`src/cpe_pkg.sv`:
```
`default_nettype none
// ----------------------------------------------------------------------------
// cpe_pkg
// Shared types, constants and saturation helpers for the complex polynomial
// evaluator.
// ----------------------------------------------------------------------------
package cpe_pkg;

    localparam int DATA_W             = 32;
    localparam int IDX_W              = 4;
    localparam int DEG_W              = 4;
    localparam int APB_AW             = 2;
    localparam int APB_DW             = 32;
    localparam int DEFAULT_MAX_DEGREE = 15;
    localparam int FRAC_BITS          = 16;

    localparam logic CMD_WRITE = 1'b0;
    localparam logic CMD_EVAL  = 1'b1;

    localparam logic [APB_AW-1:0] REG_POLY_DEGREE = '0;

    localparam logic signed [63:0] SAT_MAX64 = 64'sh0000_0000_7fff_ffff;
    localparam logic signed [63:0] SAT_MIN64 = 64'shffff_ffff_8000_0000;
    localparam logic [DATA_W-1:0]  SAT_MAX32 = 32'h7fff_ffff;
    localparam logic [DATA_W-1:0]  SAT_MIN32 = 32'h8000_0000;

    typedef struct packed {
        logic [DATA_W-1:0] val;
        logic              ov;
    } t_sat;

    // controller to datapath
    typedef struct packed {
        logic wr;
        logic start;
        logic init;
        logic mul;
        logic cmb;
        logic acc;
        logic out_load;
    } t_dp_cmd;

    // datapath to controller
    typedef struct packed {
        logic k_zero;
    } t_dp_status;

    // floor shift of a q32.32 product back to q16.16, clamped to 32 bits
    function automatic t_sat f_sat_prod(input logic signed [63:0] p);
        logic signed [63:0] q;
        t_sat               r;
        q = p >>> FRAC_BITS;
        if (q > SAT_MAX64) begin
            r.val = SAT_MAX32;
            r.ov  = 1'b1;
        end else if (q < SAT_MIN64) begin
            r.val = SAT_MIN32;
            r.ov  = 1'b1;
        end else begin
            r.val = q[DATA_W-1:0];
            r.ov  = 1'b0;
        end
        return r;
    endfunction

    function automatic t_sat f_sat_sum(input logic [DATA_W:0] s);
        t_sat r;
        if (s[DATA_W] != s[DATA_W-1]) begin
            r.val = s[DATA_W] ? SAT_MIN32 : SAT_MAX32;
            r.ov  = 1'b1;
        end else begin
            r.val = s[DATA_W-1:0];
            r.ov  = 1'b0;
        end
        return r;
    endfunction

endpackage
`default_nettype wire

```
`src/cpe_ctrl.sv`:
```
`default_nettype none
// ----------------------------------------------------------------------------
// cpe_ctrl
// Sequencer for coefficient writes and Horner evaluation, plus the result
// valid flag of the output register.
// ----------------------------------------------------------------------------
module cpe_ctrl (
    input  wire logic                i_clk,
    input  wire logic                i_rst_n,
    input  wire logic                i_in_valid,
    input  wire logic                i_in_cmd,
    output logic                     o_in_ready,
    output logic                     o_out_valid,
    input  wire logic                i_out_ready,
    output cpe_pkg::t_dp_cmd         o_cmd,
    input  wire cpe_pkg::t_dp_status i_status
);
    import cpe_pkg::*;

    localparam logic [2:0] S_IDLE = 3'd0;
    localparam logic [2:0] S_INIT = 3'd1;
    localparam logic [2:0] S_MUL  = 3'd2;
    localparam logic [2:0] S_CMB  = 3'd3;
    localparam logic [2:0] S_ACC  = 3'd4;
    localparam logic [2:0] S_DONE = 3'd5;

    logic [2:0] r_state;
    logic [2:0] n_state;
    logic       r_out_valid;
    logic       n_out_valid;
    logic       w_accept;
    logic       w_out_free;

    assign o_in_ready  = (r_state == S_IDLE);
    assign o_out_valid = r_out_valid;
    assign w_accept    = i_in_valid && o_in_ready;
    assign w_out_free  = !r_out_valid || i_out_ready;

    always_comb begin
        n_state     = r_state;
        n_out_valid = r_out_valid;
        o_cmd       = '0;
        if (r_out_valid && i_out_ready) begin
            n_out_valid = 1'b0;
        end
        case (r_state)
            S_IDLE: begin
                if (w_accept) begin
                    if (i_in_cmd == CMD_EVAL) begin
                        o_cmd.start = 1'b1;
                        n_state     = S_INIT;
                    end else begin
                        o_cmd.wr = 1'b1;
                    end
                end
            end
            S_INIT: begin
                o_cmd.init = 1'b1;
                n_state    = i_status.k_zero ? S_DONE : S_MUL;
            end
            S_MUL: begin
                o_cmd.mul = 1'b1;
                n_state   = S_CMB;
            end
            S_CMB: begin
                o_cmd.cmb = 1'b1;
                n_state   = S_ACC;
            end
            S_ACC: begin
                o_cmd.acc = 1'b1;
                n_state   = i_status.k_zero ? S_DONE : S_MUL;
            end
            S_DONE: begin
                if (w_out_free) begin
                    o_cmd.out_load = 1'b1;
                    n_out_valid    = 1'b1;
                    n_state        = S_IDLE;
                end
            end
            default: begin
                n_state = S_IDLE;
            end
        endcase
    end

    always_ff @(posedge i_clk) begin
        if (!i_rst_n) begin
            r_state     <= S_IDLE;
            r_out_valid <= 1'b0;
        end else begin
            r_state     <= n_state;
            r_out_valid <= n_out_valid;
        end
    end
endmodule
`default_nettype wire

```
`config.mk`:
```
export PLATFORM = sky130hd
export DESIGN_NAME = cpe_ctrl
export DESIGN_NICKNAME = d
export VERILOG_FILES = /design/src/cpe_pkg.sv /design/src/cpe_ctrl.sv
export SDC_FILE = /design/constraint.sdc
export NUM_CORES = 1
export LEC_CHECK = 0
export BUFFER_PORTS_ARGS = -buffer_cell sky130_fd_sc_hd__buf_2
export CORE_AREA = 2 2 39 41
export CTS_CLUSTER_DIAMETER = 150
export CTS_CLUSTER_SIZE = 24
export DETAILED_ROUTE_END_ITERATION = 12
export DIE_AREA = 0 0 41 43
export PLACE_DENSITY_LB_ADDON = 0.12
export SYNTH_ARGS = -nofsm -noshare
export SYNTH_HDL_FRONTEND = slang
export SYNTH_SLANG_ARGS = --single-unit
```
`constraint.sdc`:
```
create_clock -name i_clk -period 2.4 [get_ports i_clk]
set_input_delay 0.48 -clock i_clk [delete_from_list [all_inputs] [get_ports i_clk]]
set_output_delay 0.48 -clock i_clk [all_outputs]
set_load 0.02 [all_outputs]
```
## Word level (Yosys, flattened, before mapping)

Index checks and enable logic that the tools add are counted.

| storage, ports and cells | value |
|---|---|
| bits in registers | 4 |
| latch bits | 0 |
| RAM bits | 0 |
| ROM bits | 0 |
| output and inout bits | 9 |
| logic and storage cells | 35 |
| memories kept | 0 |

| cells by class | value |
|---|---|
| add/subtract/negate cells | 0 |
| multiply operators | 0 |
| div/mod/pow operators | 0 |
| magnitude comparators | 0 |
| equal/unequal tests | 8 |
| shift operators | 0 |
| mux-type cells | 18 |
| bitwise gates (word level) | 0 |
| reductions and logical operators | 7 |

Operator list:

| cell | number |
|---|---|
| case mux 3 bit (5 select lines) | 1 |
| two-way mux 3 bit | 4 |
| two-way mux 1 bit | 11 |
| == test 3 x 2 -> 1 bit, second input constant | 2 |
| == test 3 bit, second input constant | 2 |
| two-way mux 2 bit | 2 |
| != test 2 bit, second input constant | 2 |
| == test 3 x 1 -> 1 bit, second input constant | 1 |
| zero test 3 bit | 1 |
| AND reduction 3 bit | 1 |
| logical AND 1 bit | 2 |
| != test 2 x 1 -> 1 bit, second input constant | 1 |
| OR reduction 2 bit | 1 |
| zero test 1 bit | 1 |
| logical OR 1 bit | 1 |

## Longest topological paths before layout

| logic depth | value |
|---|---|
| word-level depth | 4 |
| mapped depth | 4 |
| gate-level depth less buffers | 3 |

## Worst setup path after synthesis

No wires, ideal clock.

| timing path | value |
|---|---|
| path kind | register to output |
| start | reg r_state[2] |
| end | out o_cmd[6] (netlist name) |
| data arrival time | 1.252 ns |
| data required time | 1.920 ns |
| setup slack | 0.668 ns |
| cell stages (with the launch flop) | 5 |
| cell sequence | dfxtp_1 -> buf_2 -> nor3_2 -> nand2_1 -> nor2_1 |

RTL lines:

| element | RTL line | RTL |
|---|---|---|
| start: declaration | cpe_ctrl.sv:27 | `logic [2:0] r_state;` |
| start signal: assignment | cpe_ctrl.sv:91 | `r_state <= n_state;` |
| end: declaration | cpe_ctrl.sv:15 | `output cpe_pkg::t_dp_cmd o_cmd,` |

==> out/metrics.cfg <==
[outcome]
status = finished clean

[placed_design]
placed_cell_area_um2 = 373
gp_congestion = 0.656
io_buffers = 14
dp_hpwl_um = 483
place_inst = 65

[layout]
diodes = 0
syn_to_final_growth_pct = 35.0
finalInstanceArea_um2 = 395
layout.cells.non_filler = 68
layout_commonest_cell = buf_2
fillCellCount = 152
drive_gt1_share_pct = 38.5
final_core_util_pct = 28.6
final_cell_mix = 14 x buf_2, 4 x nor2_1, 4 x dfxtp_1
num-nets-final = 60

[clocking]
cts_tree = built
clkLatencyLatePin_ns = 0.23
root_buffer = clkbuf_4
cts_made_buffers = 3
h-tree-depth = 1
clk_pin_slew_ns = 0.04
hold_buffers = 0
clockBufferDepth = 2
post_cts_resized = 0
post_cts_buffers = 0
cts_sinks = 4

[timing]
fin_setup_tns_ns = 0
rsz0062_at_grt = false
setup_violations = 0
period_needed_ns = 1.73
fmax_ghz = 0.577
period_share_pct = 72.3
hold_ws_ns = 0.523
hold_viol = 0
worstMarginPinSlew_ns = 0.408
timing.final.max_slew_violations = 0
skew_ns = 0.00484
slew_headroom_pct = 72.8

[worst_setup_path]
worstPathArrival_ns = 1.25
crit_end = o_cmd[5]
required_ns = 1.92
cp-startpoint = r_state[2]
crit_fanout = 9
reg2reg_to = r_state[1]
r2r_cells = 3
endpoint_kind = primary output
start_kind = flop
rrSetupSlack_ns = 1.15
r2r-start = r_state[0]
critPathKind = flop to primary output

[floorplan]
start_util_pct = 21.2
die_w_um = 41
die_y_um = 43
io-pin-count = 15
die-area_mm2 = 0.00176
rows = 14
core_area_mm2 = 0.00138

[route]
drc = 0
first_iter_violations = 4
routedWlPerCell_um = 9.41
vias_per_cell = 4.31
first_pass_iters = 2
wl_um = 640
ant_nets = 0
vias = 293

[logic_synthesis]
syn-num-nets = 43
synth_top_family_by_area = simple AND/OR/NAND/NOR gates
synthMuxAreaShare_pct = 0
ys_warn_count = 0
synth-compound-area-share_pct = 15.8
synthDistinctLibCells = 21
netlist_area_um2 = 293
synth-xor-area-share_pct = 0
synth-simple-area-share_pct = 49.6
ys_ff_latch = 4
postSynthAreaPerCell_um2 = 7.91
synth_fa_ha_area_share_pct = 3.85
yosysSeqAreaShare_pct = 27.4
synthCells = 37

[global_routing]
grt_overflow_total = 0
grt_pass1_wl_mm = 1.08
grt_pass1_vias = 283
grt_max_degree = 14
antenna_found_initial = 0
grt.total_usage_pct = 9.21

[power]
pwr-share-clk_pct = 32.2
combPwrFrac_pct = 31.8
switching_power_w = 0.0000860
intPower_w = 0.000166
ir_drop_mv = 0.274
p_per_area_mw_per_mm2 = 638
power_leakage_nw = 0.192
seqPwrFrac_pct = 35.9
netSwitchingFraction_pct = 34.1

[job]
drv_cap = 0

[hold_path]
min_path_type = primary input to flop

## power groups by stage
| stage | Combinational [W] | Sequential (W) | Clock, W |
|---|---|---|---|
| after floorplan | 0.0000675 | 0.0000802 | 0 |
| after global placement | 0.0000830 | 0.0000915 | 0 |
| after detailed placement | 0.0000813 | 0.0000917 | 0 |
| after CTS | 0.0000817 | 0.0000909 | 0.0000870 |
| after global routing | 0.0000895 | 0.0000928 | 0.0000909 |
| final | 0.0000803 | 0.0000907 | 0.0000812 |
## cells in the mapped netlist
cell type	n	share of area [%]
nor3_1	1	1.7
nand2_1	3	3.8
nor3_2	1	3.4
a21oi_1	2	3.4
nand2b_1	3	6.4
nor3b_1	1	2.6
o22ai_1	1	2.1
maj3_2	1	3.8
and3_1	1	2.1
nand3b_1	2	5.1
or3b_1	1	3.0
or2b_1	1	2.6
o21a_1	2	5.1
buf_2	2	3.4
nor2b_1	3	6.4
nor3b_2	1	4.3
nor2_1	4	5.1
a21bo_1	1	3.4
dfxtp_1	4	27
and3b_1	1	3.0
o21ai_0	1	1.7
## routing by layer
layer	vias to the layer above	global-route usage (%)	wire length, µm
li1	158	-	-
met1	126	11.8	294
met2	9	11.6	303
met3	0	1.57	42
met4	0	10.0	0
met5	-	0	0
## worst min path at each step
| stage | start | to | slack, ns | cells past startpoint |
|---|---|---|---|---|
| floorplan | r_state[0] | r_state[0] | 0.53 | 2 |
| global placement | o_out_valid | r_state[0] | 0.66 | 3 |
| detailed placement | o_out_valid | r_state[0] | 0.63 | 3 |
| CTS | i_rst_n | r_state[1] | 0.51 | 2 |
| global route | i_rst_n | r_state[1] | 0.53 | 2 |
| finish | i_rst_n | r_state[1] | 0.52 | 2 |
## area by class of cell
type,count,area [µm²],area share [%]
timing repair buffer,14,70.1,17.7
multi-input combinational,31,203,51.3
clock buffer,3,22.5,5.70
tap,16,20.0,5.06
sequential,4,80.1,20.3
## registers in the layout (all words and copies together), names as in the netlist
name         flops
o_out_valid      1
r_state          3
## critical path, cell delays in order, from the launching register on
cell	delay (ns)
dfxtp_1	0.39
nor3_2	0.30
and3_1	0.18
buf_2	0.15
## cells by family (layout without fill, tap and decap cells)
group           after synthesis  in the layout
simple gates                 23             23
compound gates                7              7
flops                         4              4
buf+inv                       2             17
fa+ha+maj                     1              1
## through the flow
stage | worst slack (ns) | total power [W]
6_report | 0.665 | 0.000252
5_1_grt | 0.538 | 0.000273
4_1_cts | 0.630 | 0.000260
3_5_place_dp | 0.889 | 0.000173
3_3_place_gp | 0.881 | 0.000175
2_1_floorplan | 0.668 | 0.000148
(Power assumes the default switching activity.)
